## src/hw/rtl/hpspt_pkg.sv

```systemverilog
// shared types and constants for the hall pair shaft position tracker
package hpspt_pkg;

    // widths fixed by the port list
    localparam int CFG_WIDTH     = 16;
    localparam int IN_TIME_WIDTH = 32;
    localparam int OUT_POS_WIDTH = 32;
    localparam int PCT_WIDTH     = 7;
    localparam int QUOT_BITS     = 7;
    localparam int QCNT_WIDTH    = 3;

    localparam logic [PCT_WIDTH-1:0] PCT_FULL      = 7'd100;
    localparam logic [PCT_WIDTH-1:0] PCT_ZERO      = 7'd0;
    localparam logic [CFG_WIDTH-1:0] TIMEOUT_RESET = 16'd100;

    typedef enum logic [1:0] {
        DIR_UNKNOWN = 2'd0,
        DIR_CW      = 2'd1,
        DIR_CCW     = 2'd2
    } t_dir;

    typedef enum logic [1:0] {
        EDGE_NONE = 2'd0,
        EDGE_A    = 2'd1,
        EDGE_B    = 2'd2
    } t_edge;

    // one hall edge handed to the pairing unit
    typedef struct packed {
        logic step;
        logic is_b;
    } t_pair_cmd;

endpackage

```

## src/hw/rtl/hpspt_pair.sv

```systemverilog
// hall edge pairing: pending edge, timeout check, position and direction
module hpspt_pair #(
    parameter int POS_WIDTH  = 32,
    parameter int TIME_WIDTH = 32
) (
    input  logic                                i_clk,
    input  logic                                i_rst_n,
    input  hpspt_pkg::t_pair_cmd                i_cmd,
    input  logic [TIME_WIDTH-1:0]               i_now,
    input  logic [hpspt_pkg::CFG_WIDTH-1:0]     i_timeout,
    output logic [POS_WIDTH-1:0]                o_position,
    output hpspt_pkg::t_dir                     o_direction
);

    logic [POS_WIDTH-1:0]  r_pos;
    hpspt_pkg::t_dir       r_dir;
    hpspt_pkg::t_edge      r_pend;
    logic [TIME_WIDTH-1:0] r_pend_time;

    logic [TIME_WIDTH-1:0] w_elapsed;
    logic                  w_in_time;
    hpspt_pkg::t_edge      w_other;
    logic                  w_pair;

    // elapsed time wraps modulo the timestamp width
    assign w_elapsed = i_now - r_pend_time;
    assign w_in_time = (w_elapsed <= TIME_WIDTH'(i_timeout));
    assign w_other   = i_cmd.is_b ? hpspt_pkg::EDGE_A : hpspt_pkg::EDGE_B;
    assign w_pair    = (r_pend == w_other) && w_in_time;

    always_ff @(posedge i_clk) begin
        if (!i_rst_n) begin
            r_pos       <= '0;
            r_dir       <= hpspt_pkg::DIR_UNKNOWN;
            r_pend      <= hpspt_pkg::EDGE_NONE;
            r_pend_time <= '0;
        end else if (i_cmd.step) begin
            if (w_pair) begin
                if (i_cmd.is_b) begin
                    r_pos <= r_pos + POS_WIDTH'(1);
                    r_dir <= hpspt_pkg::DIR_CCW;
                end else begin
                    r_pos <= r_pos - POS_WIDTH'(1);
                    r_dir <= hpspt_pkg::DIR_CW;
                end
                r_pend <= hpspt_pkg::EDGE_NONE;
            end else begin
                r_pend      <= i_cmd.is_b ? hpspt_pkg::EDGE_B : hpspt_pkg::EDGE_A;
                r_pend_time <= i_now;
            end
        end
    end

    assign o_position  = r_pos;
    assign o_direction = r_dir;

endmodule

```

## src/hw/rtl/hpspt_div.sv

```systemverilog
// restoring divider, one quotient bit per cycle, for the percent scaling
module hpspt_div #(
    parameter int NUM_WIDTH = 40,
    parameter int DEN_WIDTH = 33
) (
    input  logic                                i_clk,
    input  logic                                i_rst_n,
    input  logic                                i_start,
    input  logic [NUM_WIDTH-1:0]                i_num,
    input  logic [DEN_WIDTH-1:0]                i_den,
    output logic [hpspt_pkg::QUOT_BITS-1:0]     o_quot,
    output logic                                o_done
);

    logic [NUM_WIDTH-1:0]             r_rem;
    logic [DEN_WIDTH-1:0]             r_den;
    logic [hpspt_pkg::QUOT_BITS-1:0]  r_quot;
    logic [hpspt_pkg::QCNT_WIDTH-1:0] r_cnt;
    logic                             r_busy;
    logic                             r_done;

    logic [NUM_WIDTH-1:0] w_shift;
    logic [NUM_WIDTH:0]   w_trial;
    logic                 w_borrow;

    // divisor aligned to the current quotient bit
    assign w_shift  = NUM_WIDTH'(r_den) << r_cnt;
    assign w_trial  = (NUM_WIDTH + 1)'(r_rem) - (NUM_WIDTH + 1)'(w_shift);
    assign w_borrow = w_trial[NUM_WIDTH];

    always_ff @(posedge i_clk) begin
        if (!i_rst_n) begin
            r_busy <= 1'b0;
            r_done <= 1'b0;
        end else begin
            // done pulses for one cycle after the last quotient bit
            r_done <= r_busy && !i_start && (r_cnt == '0);
            if (i_start) begin
                r_rem  <= i_num;
                r_den  <= i_den;
                r_quot <= '0;
                r_cnt  <= hpspt_pkg::QCNT_WIDTH'(hpspt_pkg::QUOT_BITS - 1);
                r_busy <= 1'b1;
            end else if (r_busy) begin
                if (!w_borrow) begin
                    r_rem <= w_trial[NUM_WIDTH-1:0];
                end
                r_quot[r_cnt] <= !w_borrow;
                if (r_cnt == '0) begin
                    r_busy <= 1'b0;
                end else begin
                    r_cnt <= r_cnt - hpspt_pkg::QCNT_WIDTH'(1);
                end
            end
        end
    end

    assign o_quot = r_quot;
    assign o_done = r_done;

endmodule

```

## src/hw/rtl/hall_pair_shaft_position_tracker_unit.sv

```systemverilog
// top level of the hall pair shaft position tracker
//
// input channel (i_valid / o_ready): one event per transaction, either a
// hall interrupt (i_op low, i_line_a / i_line_b flag the edges seen) or a
// calibration press (i_op high, i_line_a captures the minimum, i_line_b
// the maximum), stamped with the free-running millisecond time i_now_ms
// output channel (o_valid / i_ready): one result per event, the wrapped
// signed position, the last direction and the position as a percent of the
// calibrated span (clamped to 0..100, zero when the span is not positive)
// config channel (i_cfg_valid / o_cfg_ready): writes the pair timeout in
// milliseconds; always ready, only to be written while the block is idle
// sequence: the sequencer walks one event through A edge, B edge, span,
// clamp, an iterative divider giving one quotient bit a cycle, and a final
// step that loads the output register; a clamped event skips the divider
// one event in work at a time, o_ready high only when idle
// a stalled receiver keeps the result in the output register while the
// next event is accepted and worked; that event then waits at its end
// until the output register is free
// reset (synchronous, active low): position, direction, pending edge and
// calibration points go to zero, timeout to 100 ms, no result pending
module hall_pair_shaft_position_tracker_unit #(
    parameter int POS_WIDTH  = 32,
    parameter int TIME_WIDTH = 32
) (
    input  logic                                      i_clk,
    input  logic                                      i_rst_n,
    // event channel
    input  logic                                      i_valid,
    output logic                                      o_ready,
    input  logic                                      i_op,
    input  logic                                      i_line_a,
    input  logic                                      i_line_b,
    input  logic [hpspt_pkg::IN_TIME_WIDTH-1:0]       i_now_ms,
    // result channel
    output logic                                      o_valid,
    input  logic                                      i_ready,
    output logic signed [hpspt_pkg::OUT_POS_WIDTH-1:0] o_position,
    output logic [hpspt_pkg::PCT_WIDTH-1:0]           o_percent,
    output logic [1:0]                                o_direction,
    // timeout register write
    input  logic                                      i_cfg_valid,
    output logic                                      o_cfg_ready,
    input  logic [hpspt_pkg::CFG_WIDTH-1:0]           i_cfg_data
);

    // differences one bit wider than the position, numerator holds x100
    localparam int DIFF_WIDTH = POS_WIDTH + 1;
    localparam int NUM_WIDTH  = DIFF_WIDTH + hpspt_pkg::QUOT_BITS;

    typedef enum logic [2:0] {
        S_IDLE,
        S_EDGE_A,
        S_EDGE_B,
        S_SPAN,
        S_CLAMP,
        S_DIV,
        S_DONE
    } t_state;

    t_state                           r_state;
    logic [hpspt_pkg::CFG_WIDTH-1:0]  r_timeout;
    logic                             r_op;
    logic                             r_a;
    logic                             r_b;
    logic [TIME_WIDTH-1:0]            r_now;
    logic [POS_WIDTH-1:0]             r_cal_lo;
    logic [POS_WIDTH-1:0]             r_cal_hi;
    logic signed [DIFF_WIDTH-1:0]     r_diff;
    logic signed [DIFF_WIDTH-1:0]     r_span;
    logic [hpspt_pkg::PCT_WIDTH-1:0]  r_pct;
    logic                             r_o_valid;
    logic signed [hpspt_pkg::OUT_POS_WIDTH-1:0] r_o_position;
    logic [hpspt_pkg::PCT_WIDTH-1:0]  r_o_percent;
    hpspt_pkg::t_dir                  r_o_direction;

    hpspt_pkg::t_pair_cmd             w_pair_cmd;
    logic [POS_WIDTH-1:0]             w_pos;
    hpspt_pkg::t_dir                  w_dir;
    logic signed [DIFF_WIDTH-1:0]     w_diff;
    logic signed [DIFF_WIDTH-1:0]     w_span;
    logic [NUM_WIDTH-1:0]             w_num;
    logic                             w_div_start;
    logic [hpspt_pkg::QUOT_BITS-1:0]  w_quot;
    logic                             w_div_done;
    logic                             w_out_free;

    // edge a is handled in its own cycle, edge b in the next
    assign w_pair_cmd.step = !r_op && (((r_state == S_EDGE_A) && r_a) ||
                                       ((r_state == S_EDGE_B) && r_b));
    assign w_pair_cmd.is_b = (r_state == S_EDGE_B);

    hpspt_pair #(
        .POS_WIDTH  (POS_WIDTH),
        .TIME_WIDTH (TIME_WIDTH)
    ) u_pair (
        .i_clk       (i_clk),
        .i_rst_n     (i_rst_n),
        .i_cmd       (w_pair_cmd),
        .i_now       (r_now),
        .i_timeout   (r_timeout),
        .o_position  (w_pos),
        .o_direction (w_dir)
    );

    // signed differences at one extra bit, no overflow
    assign w_diff = DIFF_WIDTH'($signed(w_pos)) - DIFF_WIDTH'($signed(r_cal_lo));
    assign w_span = DIFF_WIDTH'($signed(r_cal_hi)) - DIFF_WIDTH'($signed(r_cal_lo));

    // only reached with 0 <= diff < span, so the quotient stays below 100
    assign w_num = $unsigned(NUM_WIDTH'(r_diff)) * NUM_WIDTH'(hpspt_pkg::PCT_FULL);

    assign w_div_start = (r_state == S_CLAMP) && (r_span > 0) && (r_diff >= 0) &&
                         (r_diff < r_span);

    hpspt_div #(
        .NUM_WIDTH (NUM_WIDTH),
        .DEN_WIDTH (DIFF_WIDTH)
    ) u_div (
        .i_clk   (i_clk),
        .i_rst_n (i_rst_n),
        .i_start (w_div_start),
        .i_num   (w_num),
        .i_den   ($unsigned(r_span)),
        .o_quot  (w_quot),
        .o_done  (w_div_done)
    );

    // output register can take a new result this cycle
    assign w_out_free = !r_o_valid || i_ready;

    always_ff @(posedge i_clk) begin
        if (!i_rst_n) begin
            r_state   <= S_IDLE;
            r_timeout <= hpspt_pkg::TIMEOUT_RESET;
            r_cal_lo  <= '0;
            r_cal_hi  <= '0;
            r_o_valid <= 1'b0;
        end else begin
            if (i_cfg_valid) begin
                r_timeout <= i_cfg_data;
            end
            // the final step reloads the output register itself
            if (r_o_valid && i_ready && (r_state != S_DONE)) begin
                r_o_valid <= 1'b0;
            end
            unique case (r_state)
                S_IDLE: begin
                    if (i_valid) begin
                        r_op    <= i_op;
                        r_a     <= i_line_a;
                        r_b     <= i_line_b;
                        r_now   <= TIME_WIDTH'(i_now_ms);
                        r_state <= S_EDGE_A;
                    end
                end
                S_EDGE_A: begin
                    // calibration capture, position is not touched by a press
                    if (r_op) begin
                        if (r_a) begin
                            r_cal_lo <= w_pos;
                        end
                        if (r_b) begin
                            r_cal_hi <= w_pos;
                        end
                    end
                    r_state <= S_EDGE_B;
                end
                S_EDGE_B: begin
                    r_state <= S_SPAN;
                end
                S_SPAN: begin
                    r_diff  <= w_diff;
                    r_span  <= w_span;
                    r_state <= S_CLAMP;
                end
                S_CLAMP: begin
                    if (w_div_start) begin
                        r_state <= S_DIV;
                    end else begin
                        // empty span or below minimum gives zero, at or past max full
                        if ((r_span > 0) && (r_diff >= r_span)) begin
                            r_pct <= hpspt_pkg::PCT_FULL;
                        end else begin
                            r_pct <= hpspt_pkg::PCT_ZERO;
                        end
                        r_state <= S_DONE;
                    end
                end
                S_DIV: begin
                    if (w_div_done) begin
                        r_pct   <= w_quot;
                        r_state <= S_DONE;
                    end
                end
                S_DONE: begin
                    if (w_out_free) begin
                        r_o_valid     <= 1'b1;
                        r_o_position  <= hpspt_pkg::OUT_POS_WIDTH'($signed(w_pos));
                        r_o_percent   <= r_pct;
                        r_o_direction <= w_dir;
                        r_state       <= S_IDLE;
                    end
                end
                default: begin
                    r_state <= S_IDLE;
                end
            endcase
        end
    end

    assign o_ready     = (r_state == S_IDLE);
    assign o_cfg_ready = 1'b1;
    assign o_valid     = r_o_valid;
    assign o_position  = r_o_position;
    assign o_percent   = r_o_percent;
    assign o_direction = r_o_direction;

    // a result only appears from the final sequencer step
    a_valid_from_done: assert property (@(posedge i_clk) disable iff (!i_rst_n)
        $rose(o_valid) |-> $past(r_state == S_DONE))
        else $error("result raised outside the final step");

    // the clamp logic and the divider keep the percent within range
    a_percent_range: assert property (@(posedge i_clk) disable iff (!i_rst_n)
        o_valid |-> (o_percent <= hpspt_pkg::PCT_FULL))
        else $error("percent above full scale");

    // the divider finishes only while the sequencer waits for it
    a_div_done_in_div: assert property (@(posedge i_clk) disable iff (!i_rst_n)
        w_div_done |-> (r_state == S_DIV))
        else $error("divider finished outside the divide step");

    // an accepted event starts with the a edge step
    a_accept_to_edge: assert property (@(posedge i_clk) disable iff (!i_rst_n)
        (i_valid && o_ready) |=> (r_state == S_EDGE_A))
        else $error("accepted event did not start the sequence");

endmodule

```

## config.mk

```make
export PLATFORM = sky130hd
export DESIGN_NAME = hall_pair_shaft_position_tracker_unit
export DESIGN_NICKNAME = d
export VERILOG_FILES = /design/src/hw/rtl/hpspt_pkg.sv /design/src/hw/rtl/hpspt_pair.sv /design/src/hw/rtl/hpspt_div.sv /design/src/hw/rtl/hall_pair_shaft_position_tracker_unit.sv
export SDC_FILE = /design/constraint.sdc
export NUM_CORES = 1
export LEC_CHECK = 0
export ABC_AREA = 1
export BUFFER_PORTS_ARGS = -buffer_cell sky130_fd_sc_hd__clkbuf_2
export CAP_MARGIN = 40
export CORE_MARGIN = 1.5
export CORE_UTILIZATION = 35
export DETAILED_ROUTE_END_ITERATION = 12
export PLACE_DENSITY = 0.55
export SETUP_SLACK_MARGIN = 0.02
export SLEW_MARGIN = 40
export SYNTH_ARGS = -nofsm -noshare
export SYNTH_HDL_FRONTEND = slang
export SYNTH_HIERARCHICAL = 1
export SYNTH_SLANG_ARGS = --single-unit
```

## constraint.sdc

```tcl
create_clock -name i_clk -period 5.9 [get_ports i_clk]
set_clock_uncertainty 0.2 [all_clocks]
set_input_delay 1.77 -clock i_clk [delete_from_list [all_inputs] [get_ports i_clk]]
set_output_delay 1.77 -clock i_clk [all_outputs]
set_load 0.02 [all_outputs]
```

==> run metrics, run 1 <==
crit path DAT 4680 ps; CTS max path bufs 3; Net Sw Frac 43.7%; fmax 226 MHz; final hold slack 218 ps; post-synthesis sequential area ratio 31.8%; PwrDens 385 nW/um^2; Worst-path clk slew 60 ps; outcome finished, final reports clean; clk sinks 386; top-level I/O count 100; I/O Buffers 98; Post-Route WL 87.8 mm; DR pass1 iterations 5; hold endpoint o_percent[3]$_DFFE_PP_; mux contribution to synthesized area 0.127%; worst min-delay path class flop to flop; RSZ-0062 raised after global routing false; # diodes 0; post-DP HPWL 70.8 mm; Placeable Area 89700 um^2; CP Class flop to flop; Synth Area in Compound Gates 11.6%; number of flops mapped to enable cells by yosys 232; maximum net fanout on the critical path 41; Seq cells post-synth 386; final core utilization 39.1%; R2R depth 24; worst skew pair latency 580 ps; GRT Util Overall 18.8%; Root Driver clkbuf_16; antenna-violating nets left 0; fin crit period 4420 ps; R2R setup slack 1480 ps; Remaining DRCs 0; routed vias/inst 4.76; Post-CTS Setup Inserts 0; worst reg2reg startpoint r_now[0]$_DFFE_PP_; syn_area_per_cell 7.08 um^2; routed len/inst 15.2 um; Post-Syn Instances 4472; Fin Setup TNS 0 ps; XOR/XNOR share of the synthesized area 3.76%; pin count of the biggest net entering global routing 82; DIE WIDTH 304 um; most frequent cells in the layout nand2_1 (1193), inv_1 (804), nor2_1 (446), ha_1 (314), a21oi_1 (262); total congestion overflow 0; peak supply drop 0.222 mV; Leak 0.0177 uW; # hold bufs at CTS 0; ys async rst share 0%; final setup fails 0; post-synthesis adder-cell area fraction 14.8%; initial DRC count 1417; Gate power share 51.5%; Yosys warnings 6; area growth from synthesis to layout 10.8%; worst hold path depth 0; clock share of power 22.5%; initial antenna violation count 0; Max Cap Violations 0; most common cell after layout, fill and taps aside nand2_1; Netlist cell types 59; worst rel slew slack 46.6%; Post-Synth Simple-Gate Area 27.0%; Seq pwr share 26.0%; Inserted Clock Buffers 48; CTS H-Tree Depth 2; die span in y 304 um; Final nets 4961; Slew Limit Fails 0; capturing point of the worst reg2reg path u_pair/o_position[26]$_SDFFE_PN0P_; first-pass GRT wire length 141 mm; Tightest Pin Transition 802 ps; required time worst endpoint 6160 ps; share of cells above drive strength 1 7.25%; TritonCTS clock tree built; via count 27500; final-report hold violation count 0; CTS resizes 0; Tcrit/Tclk final 74.9%; Crit. End Element flop; Int Power 7610 uW; gpl congestion 0.874; largest family of logic cells by synthesized area simple AND/OR/NAND/NOR gates; Placed Area 33500 um^2; Mapped Area 31600 um^2; post-route cell area 35100 um^2; Most used DFF post-synth edfxtp_1; vias in the first global route 26800; hold path startpoint r_pct[3]$_SDFFCE_PN0P_; Worst setup SP type flop; Die ar. 92200 um^2; Initial Utilization 35.3%; Sw Pwr 5900 uW; Design Power 13500 uW; fill count 9619; row count 110
worst max-delay path by stage:
stage | cells after the start | endpoint | startpoint
final | 24 | u_pair/o_position[26]$_SDFFE_PN0P_ | r_now[0]$_DFFE_PP_
after detailed placement | 24 | u_pair/o_position[26]$_SDFFE_PN0P_ | r_now[0]$_DFFE_PP_
after floorplan | 3 | r_diff[0]$_DFFE_PP_ | i_rst_n
after global routing | 24 | u_pair/o_position[26]$_SDFFE_PN0P_ | r_now[0]$_DFFE_PP_
after CTS | 24 | u_pair/o_position[27]$_SDFFE_PN0P_ | r_now[0]$_DFFE_PP_
after global placement | 24 | u_pair/r_pend_time[16]$_SDFFE_PN0P_ | r_now[0]$_DFFE_PP_
sequential cells by signal, indices dropped and copies added, names as in the netlist, 2 cells and up:
| name | cells |
|---|---|
| o_direction | 2 |
| o_percent | 7 |
| o_position | 32 |
| r_cal_hi | 32 |
| r_cal_lo | 32 |
| r_diff | 33 |
| r_now | 32 |
| r_pct | 7 |
| r_span | 33 |
| r_state | 3 |
| r_timeout | 16 |
| u_div/o_quot | 7 |
| u_div/r_cnt | 3 |
| u_div/r_den | 33 |
| u_div/r_rem | 40 |
| u_pair/o_direction | 2 |
| u_pair/o_position | 32 |
| u_pair/r_pend | 2 |
| u_pair/r_pend_time | 32 |
metrics by stage:
stage | std cells | setup WS, ps
after floorplan | 4473 | 320
after global placement | 5675 | 1290
after detailed placement | 5680 | 1550
after CTS | 5767 | 1530
after global routing | 5767 | 1070
final | 5767 | 1480
Yosys cell counts (21+ instances only):
cell | count | area share (%)
nand2_1 | 1194 | 14
inv_1 | 810 | 9.6
nor2_1 | 450 | 5.3
ha_1 | 314 | 12
a21oi_1 | 263 | 4.2
edfxtp_1 | 232 | 22
o21ai_0 | 218 | 3.4
nand3_1 | 202 | 3.2
dfxtp_1 | 154 | 9.7
xor2_1 | 86 | 2.4
nand4_1 | 66 | 1.3
xnor2_1 | 50 | 1.4
clkbuf_1 | 47 | 0.56
nand2_2 | 40 | 0.79
fa_1 | 37 | 2.3
nor3_1 | 29 | 0.46
a21o_1 | 24 | 0.57
o21bai_1 | 21 | 0.50
metal layers:
layer	vias up	GRT usage, %	routed length, um
met5	-	0	0
met2	348	31.9	40000
li1	14500	-	-
met1	12500	25.5	43300
met4	0	5.24	2360
met3	116	1.83	2180
worst max-delay path, stage by stage (launching register included):
cell and delay, ps:
edfxtp_1 320, inv_1 50, ha_1 220, fa_1 410, inv_1 110, nand3_1 90, nand2_2 120, nand2_1 60
nand2_1 120, nand2_1 70, nand2_1 100, xor2_1 80, ha_1 300, nand4_1 140, nor2_1 170, nand3_1 110
nand2_1 100, nand3_1 80, nor2_1 100, nand2_1 70, nor2_2 70, buf_4 330, nand3_4 440, a21oi_1 350
nor2_1 60
power by group through the flow:
| stage | Clock [uW] | Sequential [uW] | Combinational (uW) |
|---|---|---|---|
| after floorplan | 0 | 3540 | 5160 |
| after detailed placement | 0 | 3580 | 6930 |
| after global routing | 3220 | 3550 | 7850 |
| final | 3030 | 3520 | 6960 |
| after global placement | 0 | 3570 | 6870 |
| after CTS | 3130 | 3520 | 6960 |
area by class of cell:
class | instances | area, um^2 | share of cell area, %
repair buffers | 123 | 718 | 2.05
clock buffers | 63 | 1350 | 3.85
well taps | 1176 | 1470 | 4.20
multi-input cells | 3180 | 18200 | 51.8
flip-flops and latches | 386 | 10000 | 28.7
inverters | 815 | 3060 | 8.72
clock inverters | 24 | 259 | 0.738
cell families (layout without fill, tap and decap cells):
family,count (synthesis),in the layout
xor gates and xnor gates,136,136
other,2,3
muxes,4,4
DFF,386,386
adders and majority gates,351,351
and+or+nand+nor,2047,2047
buffers and inverters,907,1025
AOI/OAI and AO/OA,639,639
Power figures use the tool's default switching activity.
==> run 2: changes to the inputs <==
Clock period 5.9 ns to 4.55 ns, I/O delays scaled along.
==> run 2 against run 1 <==
  * Largest cell class unchanged
  * Design area is 0.43% higher
  * Non-clock buffer count is 5 higher
  * Critical endpoint unchanged
  * Total power is 31% higher
  * Critical path type unchanged
  * Final cell count is 0.12% higher
==> run metrics, run 2 (synthesized netlist as in run 1, its figures left out) <==
Max Cap Violations 0; outcome finished, final reports clean; crit-path cells inv_1, ha_1, fa_1, inv_1, nand3_1, nand2_2, nand2_1, nand2_1, nand2_1, nand2_1, xor2_1, ha_1, nand4_1, nor2_1, nand3_1, nand2_1, nand3_1, nor2_1, nand2_1, nor2_2, nand3_4, a21oi_1, nor2_1; share of cells above drive strength 1 7.35%; final setup fails 0; vias in the first global route 27100; most common cell after layout, fill and taps aside nand2_1; # hold bufs at CTS 0; first-pass GRT wire length 142 mm; pin count of the biggest net entering global routing 138; initial DRC count 1365; CTS max path bufs 3; required time worst endpoint 4830 ps; grt met3 use 1.92%; Top cell by count, worst path nand2_1; worst rel slew slack 47.8%; most frequent cells in the layout nand2_1 (1193), inv_1 (808), nor2_1 (446), ha_1 (314), a21oi_1 (262); crit path DAT 4340 ps; Crit. End Element flop; max reg flops 40; routed vias/inst 4.76; DIE WIDTH 304 um; GRT Max-Usage Layer met2; die span in y 304 um; via count 27500; CP max stage delay 420 ps; Final nets 4966; fin crit period 4070 ps; Post-CTS Setup Inserts 0; CTS H-Tree Depth 2; CP Class flop to flop; maximum net fanout on the critical path 41; Initial Utilization 35.3%; Placeable Area 89700 um^2; Reg with most FFs u_div/r_rem; total congestion overflow 0; gpl congestion 0.909; post-DP HPWL 71.4 mm; M1 GR Usage 25.4%; initial antenna violation count 0; PwrDens 502 nW/um^2; Tightest Pin Transition 783 ps; Layout Cells excl Fill 5774; fill count 9599; I/O Buffers 98; routed len/inst 15.2 um; dpl ws 493 ps; top-level I/O count 100; fmax 246 MHz; RSZ-0062 raised after global routing false; Slew Limit Fails 0; final hold slack 220 ps; # diodes 0; worst min-delay path class flop to flop; DR pass1 iterations 6; antenna-violating nets left 0; Leak 0.0177 uW; Remaining DRCs 0; Worst setup SP type flop; Worst-path clk slew 60 ps; worst skew pair latency 600 ps; Die ar. 92200 um^2; GRT Util Overall 19.0%; final core utilization 39.2%; CTS resizes 0; clk sinks 386; Post-Route WL 88.1 mm; slowest stage cell on the critical path nand3_4; TritonCTS clock tree built; final worst slack 485 ps; Root Driver clkbuf_16; final-report hold violation count 0; Tcrit/Tclk final 89.3%; Fin Setup TNS 0 ps; peak supply drop 0.294 mV; GR Util met2 32.7%; placed instance count 5685; row count 110; area growth from synthesis to layout 11.3%; Inserted Clock Buffers 48
## run 2: area by class of cell
| cell class | instances | area, um^2 | area share [%] |
|---|---|---|---|
| clock buffers | 64 | 1370 | 3.90 |
| clock inverters | 25 | 305 | 0.867 |
| inverters | 815 | 3060 | 8.69 |
| multi-input cells | 3180 | 18200 | 51.6 |
| flip-flops and latches | 386 | 10000 | 28.5 |
| well taps | 1176 | 1470 | 4.18 |
| repair buffers | 128 | 803 | 2.28 |
## run 2: metrics by stage
step           total power (uW)  area (um^2)
2_1_floorplan             11300        31600
3_3_place_gp              13600        33500
3_5_place_dp              13700        33500
4_1_cts                   17800        35200
5_1_grt                   19200        35200
6_report                  17700        35200
## run 2: worst max-delay path, delay by kind of cell (launching register included)
kind / cells / cell delay (ps)
fa+ha+maj: 3 / 920
simple gates: 16 / 1930
flops: 1 / 310
buf+inv: 2 / 170
xor+xnor: 1 / 80
compound gates: 1 / 300
## run 2: worst paths after layout
kind	cells past startpoint	startpoint	end	slack [ps]
setup / recovery	23	r_now[0]$_DFFE_PP_	u_pair/o_position[26]$_SDFFE_PN0P_	480
hold / removal	0	r_pct[1]$_SDFFCE_PN0P_	o_percent[1]$_DFFE_PP_	220
setup reg to reg	23	r_now[0]$_DFFE_PP_	u_pair/o_position[26]$_SDFFE_PN0P_	480
hold reg to reg	0	r_pct[1]$_SDFFCE_PN0P_	o_percent[1]$_DFFE_PP_	220
## run 2: routing by layer
metal / wire [um] / part of all wire, %
met5: 0 / 0
met4: 2060 / 2.3
met3: 2590 / 2.9
met2: 41100 / 47
met1: 42300 / 48
## run 2: report_power, final
group	total, uW	switching (uW)	leakage (uW)	internal, uW
Sequential	4560	181	0.00341	4380
Combinational	9090	5950	0.0135	3130
Clock	4050	1580	0.000815	2470
Total	17700	7720	0.0177	9980
